==> src/rtl/dtd_pkg.sv <==
// ----------------------------------------------------------------------------
// dtd_pkg
// shared types, codes and the fragment rom for the dictionary text decompressor
// ----------------------------------------------------------------------------
package dtd_pkg;

  localparam int unsigned DictEntries = 219;
  localparam int unsigned MaxFragLen  = 8;
  localparam int unsigned LenBits     = 16;
  localparam int unsigned FragLenBits = $clog2(MaxFragLen + 1);
  localparam int unsigned FragIdxBits = $clog2(MaxFragLen);

  localparam logic [2:0] StOk        = 3'd0;
  localparam logic [2:0] StTruncated = 3'd1;
  localparam logic [2:0] StZeroRun   = 3'd2;
  localparam logic [2:0] StRunPast   = 3'd3;
  localparam logic [2:0] StOverCap   = 3'd4;
  localparam logic [2:0] StBadIndex  = 3'd5;

  localparam logic [1:0] ModeCode  = 2'd0;
  localparam logic [1:0] ModeLit1  = 2'd1;
  localparam logic [1:0] ModeCount = 2'd2;
  localparam logic [1:0] ModeRun   = 2'd3;

  localparam logic [1:0] CfgSingle   = 2'd0;
  localparam logic [1:0] CfgRun      = 2'd1;
  localparam logic [1:0] CfgCapacity = 2'd2;

  // job handed from front to back: either one literal byte, a fragment, or a report
  typedef struct packed {
    logic                   is_report;
    logic                   is_frag;
    logic [7:0]             data;      // literal byte or fragment index
    logic [FragLenBits-1:0] frag_len;
    logic                   last;      // final job of this input word
    logic [2:0]             status;
    logic [LenBits-1:0]     length;
  } job_t;

  function automatic logic [63:0] frag_word(input logic [7:0] idx);
    logic [63:0] s;
    s = 64'd0;
    case (idx)
      8'd0: s = " the "; 8'd1: s = "the "; 8'd2: s = "and "; 8'd3: s = "ing ";
      8'd4: s = "ion "; 8'd5: s = " to "; 8'd6: s = "tion"; 8'd7: s = "that";
      8'd8: s = "here"; 8'd9: s = "with"; 8'd10: s = "have"; 8'd11: s = "this";
      8'd12: s = "from"; 8'd13: s = "your"; 8'd14: s = " at "; 8'd15: s = " on ";
      8'd16: s = " in "; 8'd17: s = " is "; 8'd18: s = " of "; 8'd19: s = " we ";
      8'd20: s = " be "; 8'd21: s = " it "; 8'd22: s = " no "; 8'd23: s = " ok";
      8'd24: s = "over"; 8'd25: s = "copy"; 8'd26: s = "roger"; 8'd27: s = "north";
      8'd28: s = "south"; 8'd29: s = "east"; 8'd30: s = "west"; 8'd31: s = "position";
      8'd32: s = "status"; 8'd33: s = "moving"; 8'd34: s = "arrived";
      8'd35: s = "standby"; 8'd36: s = "confirm"; 8'd37: s = "negative";
      8'd38: s = "affirm"; 8'd39: s = "repeat"; 8'd40: s = "message";
      8'd41: s = "contact"; 8'd42: s = "location"; 8'd43: s = "battery";
      8'd44: s = "signal"; 8'd45: s = "return"; 8'd46: s = "base"; 8'd47: s = "camp";
      8'd48: s = "road"; 8'd49: s = "river"; 8'd50: s = "bridge"; 8'd51: s = "hill";
      8'd52: s = "ridge"; 8'd53: s = "valley"; 8'd54: s = "point"; 8'd55: s = "meet";
      8'd56: s = "need"; 8'd57: s = "help"; 8'd58: s = "come"; 8'd59: s = "back";
      8'd60: s = "went"; 8'd61: s = "will"; 8'd62: s = "wait"; 8'd63: s = "hold";
      8'd64: s = "move"; 8'd65: s = "stop"; 8'd66: s = "left"; 8'd67: s = "right";
      8'd68: s = "up"; 8'd69: s = "down"; 8'd70: s = "now"; 8'd71: s = "min";
      8'd72: s = "hour"; 8'd73: s = "day"; 8'd74: s = "km"; 8'd75: s = "get";
      8'd76: s = "got"; 8'd77: s = "can"; 8'd78: s = "not"; 8'd79: s = "you";
      8'd80: s = "are"; 8'd81: s = "for"; 8'd82: s = "was"; 8'd83: s = "all";
      8'd84: s = "out"; 8'd85: s = "see"; 8'd86: s = "way"; 8'd87: s = "who";
      8'd88: s = "how"; 8'd89: s = "why"; 8'd90: s = "yes"; 8'd91: s = "has";
      8'd92: s = "man"; 8'd93: s = "new"; 8'd94: s = "old"; 8'd95: s = "one";
      8'd96: s = "two"; 8'd97: s = "ten"; 8'd98: s = "map"; 8'd99: s = "gps";
      8'd100: s = "sos"; 8'd101: s = "eta"; 8'd102: s = "the"; 8'd103: s = "and";
      8'd104: s = "ent"; 8'd105: s = "ers"; 8'd106: s = "ess"; 8'd107: s = "est";
      8'd108: s = "ate"; 8'd109: s = "ter"; 8'd110: s = "ver"; 8'd111: s = "ist";
      8'd112: s = "ain"; 8'd113: s = "ome"; 8'd114: s = "our"; 8'd115: s = "ould";
      8'd116: s = "ough"; 8'd117: s = "ight"; 8'd118: s = "tch"; 8'd119: s = "sh";
      8'd120: s = "ch"; 8'd121: s = "th"; 8'd122: s = "wh"; 8'd123: s = "qu";
      8'd124: s = "ck"; 8'd125: s = "ng"; 8'd126: s = "st"; 8'd127: s = "nd";
      8'd128: s = "rd"; 8'd129: s = "ll"; 8'd130: s = "ss"; 8'd131: s = "ee";
      8'd132: s = "oo"; 8'd133: s = "ea"; 8'd134: s = "ou"; 8'd135: s = "ai";
      8'd136: s = "ie"; 8'd137: s = "er"; 8'd138: s = "re"; 8'd139: s = "an";
      8'd140: s = "in"; 8'd141: s = "on"; 8'd142: s = "at"; 8'd143: s = "en";
      8'd144: s = "es"; 8'd145: s = "or"; 8'd146: s = "ar"; 8'd147: s = "it";
      8'd148: s = "is"; 8'd149: s = "to"; 8'd150: s = "of"; 8'd151: s = "as";
      8'd152: s = "be"; 8'd153: s = "by"; 8'd154: s = "he"; 8'd155: s = "we";
      8'd156: s = "do"; 8'd157: s = "go"; 8'd158: s = "no"; 8'd159: s = "so";
      8'd160: s = "us"; 8'd161: s = "me"; 8'd162: s = "my"; 8'd163: s = "if";
      8'd164: s = "am"; 8'd165: s = "e "; 8'd166: s = "t "; 8'd167: s = "a ";
      8'd168: s = "o "; 8'd169: s = "i "; 8'd170: s = "n "; 8'd171: s = "s ";
      8'd172: s = "r "; 8'd173: s = "d "; 8'd174: s = "l "; 8'd175: s = ". ";
      8'd176: s = ", "; 8'd177: s = "! "; 8'd178: s = "? "; 8'd179: s = "; ";
      8'd180: s = ": "; 8'd181: s = " "; 8'd182: s = "e"; 8'd183: s = "t";
      8'd184: s = "a"; 8'd185: s = "o"; 8'd186: s = "i"; 8'd187: s = "n";
      8'd188: s = "s"; 8'd189: s = "r"; 8'd190: s = "h"; 8'd191: s = "l";
      8'd192: s = "d"; 8'd193: s = "c"; 8'd194: s = "u"; 8'd195: s = "m";
      8'd196: s = "f"; 8'd197: s = "p"; 8'd198: s = "g"; 8'd199: s = "w";
      8'd200: s = "y"; 8'd201: s = "b"; 8'd202: s = "v"; 8'd203: s = "k";
      8'd204: s = "0"; 8'd205: s = "1"; 8'd206: s = "2"; 8'd207: s = "3";
      8'd208: s = "4"; 8'd209: s = "5"; 8'd210: s = "6"; 8'd211: s = "7";
      8'd212: s = "8"; 8'd213: s = "9"; 8'd214: s = "."; 8'd215: s = ",";
      8'd216: s = "-"; 8'd217: s = "/"; 8'd218: s = "'";
      default: s = 64'd0;
    endcase
    return s;
  endfunction

  // string literal is right-aligned: count nonzero bytes, first char is the highest one
  function automatic logic [FragLenBits-1:0] frag_len(input logic [7:0] idx);
    logic [63:0]            w;
    logic [FragLenBits-1:0] n;
    w = frag_word(idx);
    n = '0;
    for (int i = 0; i < MaxFragLen; i++) begin
      if (w[8*i +: 8] != 8'd0) n = FragLenBits'(i + 1);
    end
    return n;
  endfunction

  function automatic logic [7:0] frag_char(input logic [7:0] idx,
                                           input logic [FragLenBits-1:0] len,
                                           input logic [FragIdxBits-1:0] pos);
    logic [63:0] w;
    logic [FragLenBits:0] sel;
    w = frag_word(idx);
    sel = {1'b0, len} - {1'b0, FragLenBits'(pos)} - {{FragLenBits{1'b0}}, 1'b1};
    return w[8*sel[FragIdxBits-1:0] +: 8];
  endfunction

endpackage

==> src/rtl/dtd_queue.sv <==
// ----------------------------------------------------------------------------
// dtd_queue
// four-entry job fifo, takes up to two jobs per cycle, hands out one
// ----------------------------------------------------------------------------
module dtd_queue (
  input  logic           clk_i,
  input  logic           rst_ni,
  input  logic           wr0_i,
  input  dtd_pkg::job_t  wd0_i,
  input  logic           wr1_i,
  input  dtd_pkg::job_t  wd1_i,
  output logic           room2_o,
  output logic           rd_valid_o,
  output dtd_pkg::job_t  rd_data_o,
  input  logic           rd_i
);

  dtd_pkg::job_t mem_q [4];
  logic [1:0]    wp_q, rp_q;
  logic [2:0]    cnt_q;
  logic          pop;
  logic [1:0]    nwr;

  assign rd_valid_o = cnt_q != 3'd0;
  assign rd_data_o  = mem_q[rp_q];
  assign pop        = rd_i && rd_valid_o;
  assign room2_o    = cnt_q <= 3'd2;
  assign nwr        = 2'(wr0_i) + 2'(wr1_i);

  always_ff @(posedge clk_i) begin
    if (wr0_i) mem_q[wp_q] <= wd0_i;
    if (wr1_i) mem_q[wp_q + 2'd1] <= wd1_i;
  end

  always_ff @(posedge clk_i or negedge rst_ni) begin
    if (!rst_ni) begin
      wp_q  <= '0;
      rp_q  <= '0;
      cnt_q <= '0;
    end else begin
      wp_q  <= wp_q + nwr;
      rp_q  <= rp_q + 2'(pop);
      cnt_q <= cnt_q + 3'(nwr) - 3'(pop);
    end
  end

endmodule

==> config.mk <==
export PLATFORM = sky130hd
export DESIGN_NAME = dtd_queue
export DESIGN_NICKNAME = d
export VERILOG_FILES = /design/src/rtl/dtd_pkg.sv /design/src/rtl/dtd_queue.sv
export SDC_FILE = /design/constraint.sdc
export NUM_CORES = 1
export LEC_CHECK = 0
export BUFFER_PORTS_ARGS = -buffer_cell sky130_fd_sc_hd__buf_4
export CORE_UTILIZATION = 30
export DETAILED_ROUTE_END_ITERATION = 10
export PLACE_DENSITY_LB_ADDON = 0.12
export SETUP_SLACK_MARGIN = 0.05
export SYNTH_ARGS = -nofsm -noshare
export SYNTH_HDL_FRONTEND = slang
export SYNTH_SLANG_ARGS = --single-unit
export TNS_END_PERCENT = 5
==> constraint.sdc <==
create_clock -name clk_i -period 7.1 [get_ports clk_i]
set_input_delay 0.355 -clock clk_i [delete_from_list [all_inputs] [get_ports clk_i]]
set_output_delay 0.355 -clock clk_i [all_outputs]
set_load 0.02 [all_outputs]
==> results of run 1 <==
metal layers:
metal | vias up | GRT usage (%)
met3 | 12 | 4.43
li1 | 1728 | -
met2 | 90 | 24.6
met4 | 0 | 4.62
met1 | 1969 | 18.1
met5 | - | 0
cells by family (layout without fill, tap and decap cells):
| kind of cell | Yosys count | in the layout | synth area share [%] |
|---|---|---|---|
| muxes | 171 | 171 | 33.2 |
| adders and majority gates | 7 | 7 | 1.37 |
| and+or+nand+nor | 9 | 9 | 1.12 |
| AOI/OAI and AO/OA | 3 | 3 | 0.216 |
| DFF | 143 | 143 | 61.3 |
| xor gates and xnor gates | 5 | 5 | 0.630 |
| buffers and inverters | 29 | 157 | 2.23 |
worst min path at each step:
| stage | end | slack, ns | depth (start not counted) |
|---|---|---|---|
| 2_1_floorplan | cnt_q[0] | 0.06 | 0 |
| 3_3_place_gp | wp_q[0] | 0.18 | 1 |
| 3_5_place_dp | wp_q[0] | 0.18 | 1 |
| 4_1_cts | mem_q[1][6] | 0.23 | 2 |
| 5_1_grt | mem_q[1][8] | 0.24 | 2 |
| 6_report | mem_q[1][6] | 0.25 | 2 |
power groups by stage:
| stage | logic, µW | registers [µW] | clock network (µW) |
|---|---|---|---|
| global route | 1580 | 1450 | 984 |
| global placement | 1500 | 1420 | 0 |
| CTS | 1510 | 1420 | 949 |
| finish | 1470 | 1410 | 926 |
| floorplan | 1010 | 1350 | 0 |
| detailed placement | 1510 | 1440 | 0 |
registers in the layout, summed over array words and instances, names as in the netlist:
name / count
rp_q: 2
cnt_q: 3
wp_q: 2
mem_q: 136
worst max-delay path: stages (launching register included):
cell and delay (ns):
dfrtp_2 0.35, buf_4 0.62, mux4_2 0.62, buf_4 0.18
per-stage QoR:
step | util, % | cell area, µm² | hold WS, ns | worst slack (ns)
floorplan | - | 6950 | 0.0594 | 3.53
global placement | 35.7 | 8100 | 0.180 | 4.89
detailed placement | 35.7 | 8100 | 0.176 | 4.84
CTS | 38.4 | 8720 | 0.228 | 4.43
global route | 38.4 | 8720 | 0.236 | 4.37
finish | 38.4 | 8720 | 0.249 | 4.52
layout make-up:
class	count	share of cell area (%)
Timing Repair Buffer	118	10.2
Sequential cell	143	48.9
Tap cell	285	4.09
Clock inverter	15	2.12
Multi-Input combinational cell	195	29.5
Inverter	7	0.301
Clock buffer	17	4.88
cells in the final DEF (no fill, tap or decap), drive strengths merged, types with 2 or more instances in the layout:
master    synthesis  layout
buf              20     117
mux2            136     136
edfxtp          136     136
xnor2             4       4
ha                6       6
bufinv            0       3
clkbuf            2      17
dfrtp             7       7
clkinv            0       5
inv               7      11
nand3b            2       2
nor2              2       2
mux4             34      34
o21ai             2       2
clkinvlp          0       3
==> results.cfg, run 1 <==
[run_status]
outcome = finished, final reports clean

[power_and_ir_drop]
swShare_pct = 33.5
ir_worst_vdd_mv = 0.225
p_switching_uw = 1270
power_leakage_uw = 0.00313
combPwrFrac_pct = 38.5
power.internal_uw = 2530
total_power_uw = 3810
power_density_nw_per_um2 = 437
clkPwrFrac_pct = 24.3
seq_power_share_pct = 37.2

[floorplanning]
die_h_um = 154
core_um2 = 22700
die_area_um2 = 23800
num_io_pins = 109
row_count = 55
die_w_um = 154
start_util_pct = 30.6

[setup_path]
endpoint = rd_data_o[13]
reg2reg_slack_ns = 4.83
rr_worst_depth = 8
cp_max_fo = 34
arrival_ns = 2.22
r2r_start = cnt_q[2]
critical_path_class = flop to primary output
required_ns = 6.74
endpoint_kind = primary output
r2r-end = cnt_q[2]
setup.worst_path.start_class = flop
critPathLaunch = rp_q[0]

[clock_tree]
post_cts_resize_count = 0
clk_latency_ns = 0.42
numCtsBuffers = 17
cts.path.max_buffers = 2
cts_hold_buf = 1
cts_tree = done
ctsRootBufferMaster = clkbuf_16
h-tree-depth = 4
cts_sinks = 143
cts_setup_buffers = 0
path_clk_slew_ns = 0.06

[drt]
dr_wl_met2_um = 8310
ant_nets = 0
post_drt_wl_per_cell_um = 21.0
drc = 0
wl_met1_um = 6980
drtPass1Iterations = 4
drtIter0Drc = 247
top_layer_used = met4
wirelength_um = 16400
vias = 3799
viasPerCell = 4.87
dr_wl_met3_um = 876

[cells_and_area]
multiInputGateArea_um2 = 2580
finalNetCount = 562
antennaDiodeCount = 0
final-seq-area_um2 = 4260
fill_cells = 2109
layout-drive-gt1-share_pct = 65.9
area_growth_syn_to_layout_pct = 25.4
final_cells = 780

[logic_synthesis]
avgSynthCellArea_um2 = 18.9
async_reset_ff_share_pct = 4.90
synth-edff-count = 136
postSynthCellCount = 367
synth-main-ff-cell = edfxtp_1
synthTopCellsByCount = edfxtp_1, mux2_2, mux4_2, buf_2
ys.warnings.count = 0
yosysMostFrequentCell = edfxtp_1
ys_seq_area_share_pct = 61.3
yosys.area.top_type = edfxtp_1
yosysUniqueCellTypes = 24
ys_ff_latch = 143
synth_fp_nets = 447
syn_area_um2 = 6950
synthTopCellsByArea = edfxtp_1, mux2_2, mux4_2
yosysTopAreaCellShare_pct = 58.7

[sta]
report.final.slew_viol_count = 0
rsz0062_at_grt = no
slew_headroom_pct = 28.5
fin_skew_ns = 0.00673
period_share_pct = 36.3
finalHoldViolations = 0
fin_setup_tns_ns = 0
finalSetupViolCount = 0
post-route-min-period_ns = 2.58
worst_slew_pin_slew_ns = 1.07
max_freq_ghz = 0.388

[grt]
gr-total-overflow = 0
grt_max_degree = 36
grt_usage_pct = 14.7
grt_pass1_wl_um = 25000
grt_antenna_before_repair = 0
grt_pass1_vias = 4208

[worst_hold_path]
min_from = wd0_i[6]
hold_path.class = input pin to flop

[placed_design]
gp_congestion = 0.745
placed_cells = 747
port-buffer-count = 108

[job]
maxCapViolations = 0
(Power assumes the default switching activity.)
==> inputs of run 2 (changes only) <==
==> constraint.sdc (replaced) <==
create_clock -name clk_i -period 2.45 [get_ports clk_i]
set_input_delay 0.1225 -clock clk_i [delete_from_list [all_inputs] [get_ports clk_i]]
set_output_delay 0.1225 -clock clk_i [all_outputs]
set_load 0.02 [all_outputs]
==> run 2 against run 1 <==
Effect of this change: power increased to 2.9 times the previous value; setup slack got worse by 4.4 ns; via count grew 0.89%; critical path depth up 5; global-route usage increased by 0.55 points; clock skew shrank 0.00064 ns; critical endpoint is now cnt_q[2].
==> results.cfg, run 2 (same netlist as run 1, synthesis figures left out) <==
[cells_and_area]
reg_top3 = mem_q (136), cnt_q (3)
layout_common_cells = edfxtp_1, mux2_2, buf_4
area_growth_syn_to_layout_pct = 26.8
final_common_cell = edfxtp_1
antennaDiodeCount = 0
largest_reg_flops = 136
layout-drive-gt1-share_pct = 66.5
final-seq-area_um2 = 4260
finalNetCount = 577
fill_cells = 2107
multiInputGateArea_um2 = 2580
regMostFlops = mem_q

[setup_path]
arrival_ns = 2.62
setup.worst_path.start_class = flop
critical_path_class = flop to flop
crit_chain = or3_1 > and2_1 > ha_1 > inv_1 > ha_1 > fa_1 > xnor2_1 > xnor2_1
required_ns = 2.79
cp_max_fo = 3
critPathTopFamily = adder cells
cp_slowest_stage_delay_ns = 0.41
critical_path_buf_inv_count = 1
endpoint_kind = flop
cp_slowest_cell = dfrtp_1

[clock_tree]
cts_sinks = 143
path_clk_slew_ns = 0.06
ctsRootBufferMaster = clkbuf_16
h-tree-depth = 4
post_cts_resize_count = 0
cts_setup_buffers = 0
cts_tree = done
cts.path.max_buffers = 2
clk_latency_ns = 0.41
numCtsBuffers = 17

[sta]
max_freq_ghz = 0.438
rsz0062_at_grt = no
worst_slew_pin_slew_ns = 0.557
finalSetupViolCount = 0
finalHoldViolations = 0
period_share_pct = 93.1
holdWs_ns = 0.0243
slew_headroom_pct = 62.8
report.final.slew_viol_count = 0
post-route-min-period_ns = 2.28
fin_skew_ns = 0.00609

[floorplanning]
start_util_pct = 30.6
row_count = 55
die_area_um2 = 23800
num_io_pins = 109
core_um2 = 22700
die_w_um = 154
die_h_um = 154

[grt]
gr-total-overflow = 0
grt_max_degree = 25
grt_pass1_vias = 4263
grt_pass1_wl_um = 26100
grt_usage_pct = 15.2
grt_antenna_before_repair = 0

[drt]
ant_nets = 0
drc = 0
viasPerCell = 4.82
post_drt_wl_per_cell_um = 21.4
vias = 3833
drtIter0Drc = 203
drtPass1Iterations = 4
wirelength_um = 17000

[placed_design]
port-buffer-count = 108
hpwl_um = 11000
gp_congestion = 0.690

[power_and_ir_drop]
seq_power_share_pct = 36.0
ir_worst_vdd_mv = 0.550
p_switching_uw = 3740
clkPwrFrac_pct = 22.1
power_density_nw_per_um2 = 1250
power_leakage_uw = 0.00317
swShare_pct = 34.0
combPwrFrac_pct = 41.9
total_power_uw = 11000
power.internal_uw = 7260

[run_status]
outcome = finished, final reports clean

[worst_hold_path]
hold_path.class = input pin to flop

[job]
maxCapViolations = 0
run 2: worst paths after layout:
kind | from | endpoint | slack (ns) | cells after the start
worst max-delay path | cnt_q[2] | cnt_q[2] | 0.17 | 8
worst min-delay path | wd0_i[7] | mem_q[1][7] | 0.02 | 2
worst max register to register | cnt_q[2] | cnt_q[2] | 0.17 | 8
worst min register to register | cnt_q[2] | cnt_q[2] | 0.52 | 1
max in group asynchronous | rst_ni | rp_q[1] | 2.27 | 2
min in group asynchronous | rst_ni | cnt_q[2] | 0.05 | 2
run 2: worst reg2reg max path, delay by kind of cell (launching register included):
family,cells,cell delay (ns)
XOR/XNOR,2,0.34
adder cells (fa/ha/maj),3,0.83
buffers and inverters,1,0.04
flip-flops,1,0.41
AND/OR/NAND/NOR,2,0.59
run 2: cell type report:
type                       instances  area share (%)
clock buffer                      17            4.82
clock inverter                    15            1.38
inverter                           7           0.298
multi-input combinational        195            29.2
sequential                       143            48.3
tap                              285            4.04
timing repair buffer             133            11.9
run 2: power by group through the flow:
stage | registers [µW] | logic (µW) | clock network, µW
3_5_place_dp | 4020 | 4730 | 0
3_3_place_gp | 3970 | 4700 | 0
5_1_grt | 4030 | 4940 | 2610
2_1_floorplan | 3910 | 2940 | 0
6_report | 3950 | 4610 | 2430
4_1_cts | 3970 | 4750 | 2500
run 2: layer usage:
layer,GRT usage [%],share of wire (%)
met1,19.5,45
met5,0,0
met2,25.0,49
met3,4.40,4.8
met4,4.29,1.0
run 2: stage by stage:
step,util [%],TNS [ns],std cells,cell area [µm²],setup slack (ns)
floorplan,-,-19.75,367,6950,-0.212
global placement,36.4,0,762,8260,0.249
detailed placement,36.4,0,762,8260,0.187
CTS,38.8,0,795,8820,0.164
global route,38.8,0,795,8820,0.0909
finish,38.8,0,795,8820,0.168
run 2: timing repair:
item | CTS | global route
setup endpoints to repair | 0 | 0
hold buffers | 1 | 0
hold endpoints to repair | 7 | 0
==> inputs of run 3 (changes only) <==
--- a/config.mk
+++ b/config.mk
@@ -5,8 +5,9 @@
 export SDC_FILE = /design/constraint.sdc
 export NUM_CORES = 1
 export LEC_CHECK = 0
+export ABC_AREA = 1
 export BUFFER_PORTS_ARGS = -buffer_cell sky130_fd_sc_hd__buf_4
-export CORE_UTILIZATION = 30
+export CORE_UTILIZATION = 55
 export DETAILED_ROUTE_END_ITERATION = 10
 export PLACE_DENSITY_LB_ADDON = 0.12
 export SETUP_SLACK_MARGIN = 0.05
==> run 3 against run 2 <==
Effect of this change: clock power rose by 5%; sequential power increased by 5%; global-route usage rose by 15 points; synthesized cell count rose to 2.8 times the previous value; via count is 92% higher; largest power group unchanged; maximum frequency shrank 1.2%; routed wire length rose by 29%; critical path type is now flop to primary output; combinational power grew 29%; cell count rose by 71%; non-clock buffer count rose by 37; critical path depth shrank 3; utilization rose by 31 points.
==> results.cfg, run 3 <==
[power_and_ir_drop]
p_switching_uw = 5310
power_density_nw_per_um2 = 1260
power_leakage_uw = 0.00514
combPwrFrac_pct = 47.1
swShare_pct = 42.0
power.internal_uw = 7340
total_power_uw = 12700
seq_power_share_pct = 32.7
clkPwrFrac_pct = 20.1
ir_worst_vdd_mv = 0.838

[sta]
fin_skew_ns = 0.00644
finalSetupViolCount = 0
finalHoldViolations = 0
period_share_pct = 94.3
setup_slack_ns = 0.140
post-route-min-period_ns = 2.31
worst_slew_pin_slew_ns = 0.792
rsz0062_at_grt = no
report.final.slew_viol_count = 0
fin_setup_tns_ns = 0
max_freq_ghz = 0.433
slew_headroom_pct = 46.9

[cells_and_area]
layout-drive-gt1-share_pct = 15.2
finalNetCount = 1246
final_cells = 1363
fill_cells = 1192
final-seq-area_um2 = 4260
reg_top3 = mem_q (136), cnt_q (3)
regMostFlops = mem_q
area_growth_syn_to_layout_pct = 23.5
final_area_um2 = 10000
multiInputGateArea_um2 = 2900
final_common_cell = nand2_1
largest_reg_flops = 136
antennaDiodeCount = 0
layout_common_cells = nand2_1, inv_1, edfxtp_1

[run_status]
outcome = finished, final reports clean

[setup_path]
critPathLaunch = rp_q[1]
cp_max_fo = 18
cp_slowest_stage_delay_ns = 0.62
rr_worst_depth = 4
critical_path_class = flop to primary output
crit_chain = clkinv_1 > buf_4 > nand3_1 > nand2_1 > buf_4
cp_slowest_cell = clkinv_1
reg2reg_slack_ns = 0.48
r2r_start = wp_q[0]
critical_path_buf_inv_count = 3
endpoint = rd_data_o[26]
cp.depth = 5
endpoint_kind = primary output
critPathTopFamily = buffers and inverters
setup.worst_path.start_class = flop
arrival_ns = 2.19
r2r-end = mem_q[3][11]
required_ns = 2.33
cp_common_cell = buf_4

[drt]
ant_nets = 0
drtIter0Drc = 750
wirelength_um = 21900
viasPerCell = 5.39
drc = 0
drtPass1Iterations = 6
post_drt_wl_per_cell_um = 16.1
vias = 7348

[logic_synthesis]
synth-edff-count = 136
async_reset_ff_share_pct = 4.90
yosysTopAreaCellShare_pct = 50.2
ys_ff_latch = 143
avgSynthCellArea_um2 = 7.78
yosysMostFrequentCell = nand2_1
yosys.area.top_type = edfxtp_1
postSynthCellCount = 1045
ys.warnings.count = 0
ys_seq_area_share_pct = 52.4
synth_fp_nets = 1125
synthTopCellsByCount = nand2_1, inv_1, edfxtp_1, nand3_1, nand4_1
yosysUniqueCellTypes = 22
synthTopCellsByArea = edfxtp_1, nand2_1, inv_1
syn_area_um2 = 8130
synth-main-ff-cell = edfxtp_1

[clock_tree]
clk_latency_ns = 0.43
post_cts_resize_count = 0
numCtsBuffers = 17
cts_tree = done
h-tree-depth = 4
path_clk_slew_ns = 0.06
cts_sinks = 143
cts.path.max_buffers = 2
ctsRootBufferMaster = clkbuf_16

[floorplanning]
die_h_um = 124
core_um2 = 14500
die_w_um = 124
die_area_um2 = 15300
row_count = 44
start_util_pct = 56.2
num_io_pins = 109

[grt]
grt_pass1_wl_um = 34400
gr-total-overflow = 0
grt_antenna_before_repair = 0
grt_usage_pct = 30.4
grt_max_degree = 70
grt_pass1_vias = 6805

[worst_hold_path]
hold_path.class = input pin to flop

[placed_design]
port-buffer-count = 108
place_area_um2 = 9140
hpwl_um = 13300
gp_congestion = 0.821
placed_cells = 1298
pre_cts_ws_ns = 0.531

[job]
maxCapViolations = 0
run 3: cell types whose count changed after synthesis, sizes merged, moves of 34 or more:
cell | before | now
inv | 7 | 184
mux2 | 136 | 0
mux4 | 34 | 0
nand2 | 0 | 425
nand3 | 1 | 110
nand4 | 0 | 68
run 3: tightest hold or removal path, cell delays in order:
cell and delay, ns:
buf_4 0.11, nand2_1 0.05, nand2_1 0.05
run 3: logic make-up after synthesis:
| family | count (synthesis) | share of synthesized area [%] |
|---|---|---|
| buffers and inverters | 253 | 12.3 |
| adder cells (fa/ha/maj) | 7 | 1.17 |
| AO/OA/AOI/OAI | 36 | 2.25 |
| flip-flops | 143 | 52.4 |
| XOR/XNOR | 1 | 0.108 |
| AND/OR/NAND/NOR | 605 | 31.9 |
run 3: cell type report:
class | count | share of cell area (%)
flip-flops and latches | 143 | 42.4
multi-input cells | 649 | 28.8
repair buffers | 170 | 13.8
inverters | 185 | 6.91
clock buffers | 17 | 4.23
well taps | 184 | 2.29
clock inverters | 15 | 1.51
run 3: worst min-delay path by stage:
stage / start / endpoint / slack [ns] / depth (start not counted)
6_report: wd0_i[9] / mem_q[1][9] / 0.01 / 3
5_1_grt: wd0_i[9] / mem_q[1][9] / 0.01 / 3
4_1_cts: wd0_i[9] / mem_q[1][9] / 0.0008 / 3
3_5_place_dp: rst_ni / cnt_q[0] / -0.05 / 1
3_3_place_gp: rst_ni / cnt_q[0] / -0.05 / 1
2_1_floorplan: rst_ni / cnt_q[0] / -0.17 / 0
run 3: metal layers:
layer | part of all wire (%) | vias up | global-route usage (%) | wire length (µm)
met1 | 42 | 3361 | 41.0 | 9110
met2 | 48 | 372 | 48.6 | 10600
li1 | - | 3579 | - | -
met4 | 1.6 | 0 | 11.7 | 342
met5 | 0 | - | 0 | 0
met3 | 8.6 | 36 | 5.77 | 1890
run 3: what timing repair did:
action / in CTS / in global routing
buffers inserted: 0 / 0
hold buffers: 33 / 0
hold endpoints to repair: 78 / 0
run 3: power groups by stage:
stage	registers [µW]	clock network (µW)	logic (µW)
after global routing	4210	2670	6560
after CTS	4130	2560	5950
after global placement	4160	0	5780
after detailed placement	4180	0	5870
after floorplan	4060	0	3740
final	4140	2550	5960
run 3: metrics by stage:
| step | hold WS (ns) | util (%) |
|---|---|---|
| after floorplan | -0.173 | - |
| after global placement | -0.0506 | 63.1 |
| after detailed placement | -0.0511 | 63.1 |
| after CTS | 0.000780 | 69.4 |
| after global routing | 0.0110 | 69.4 |
| final | 0.0144 | 69.4 |
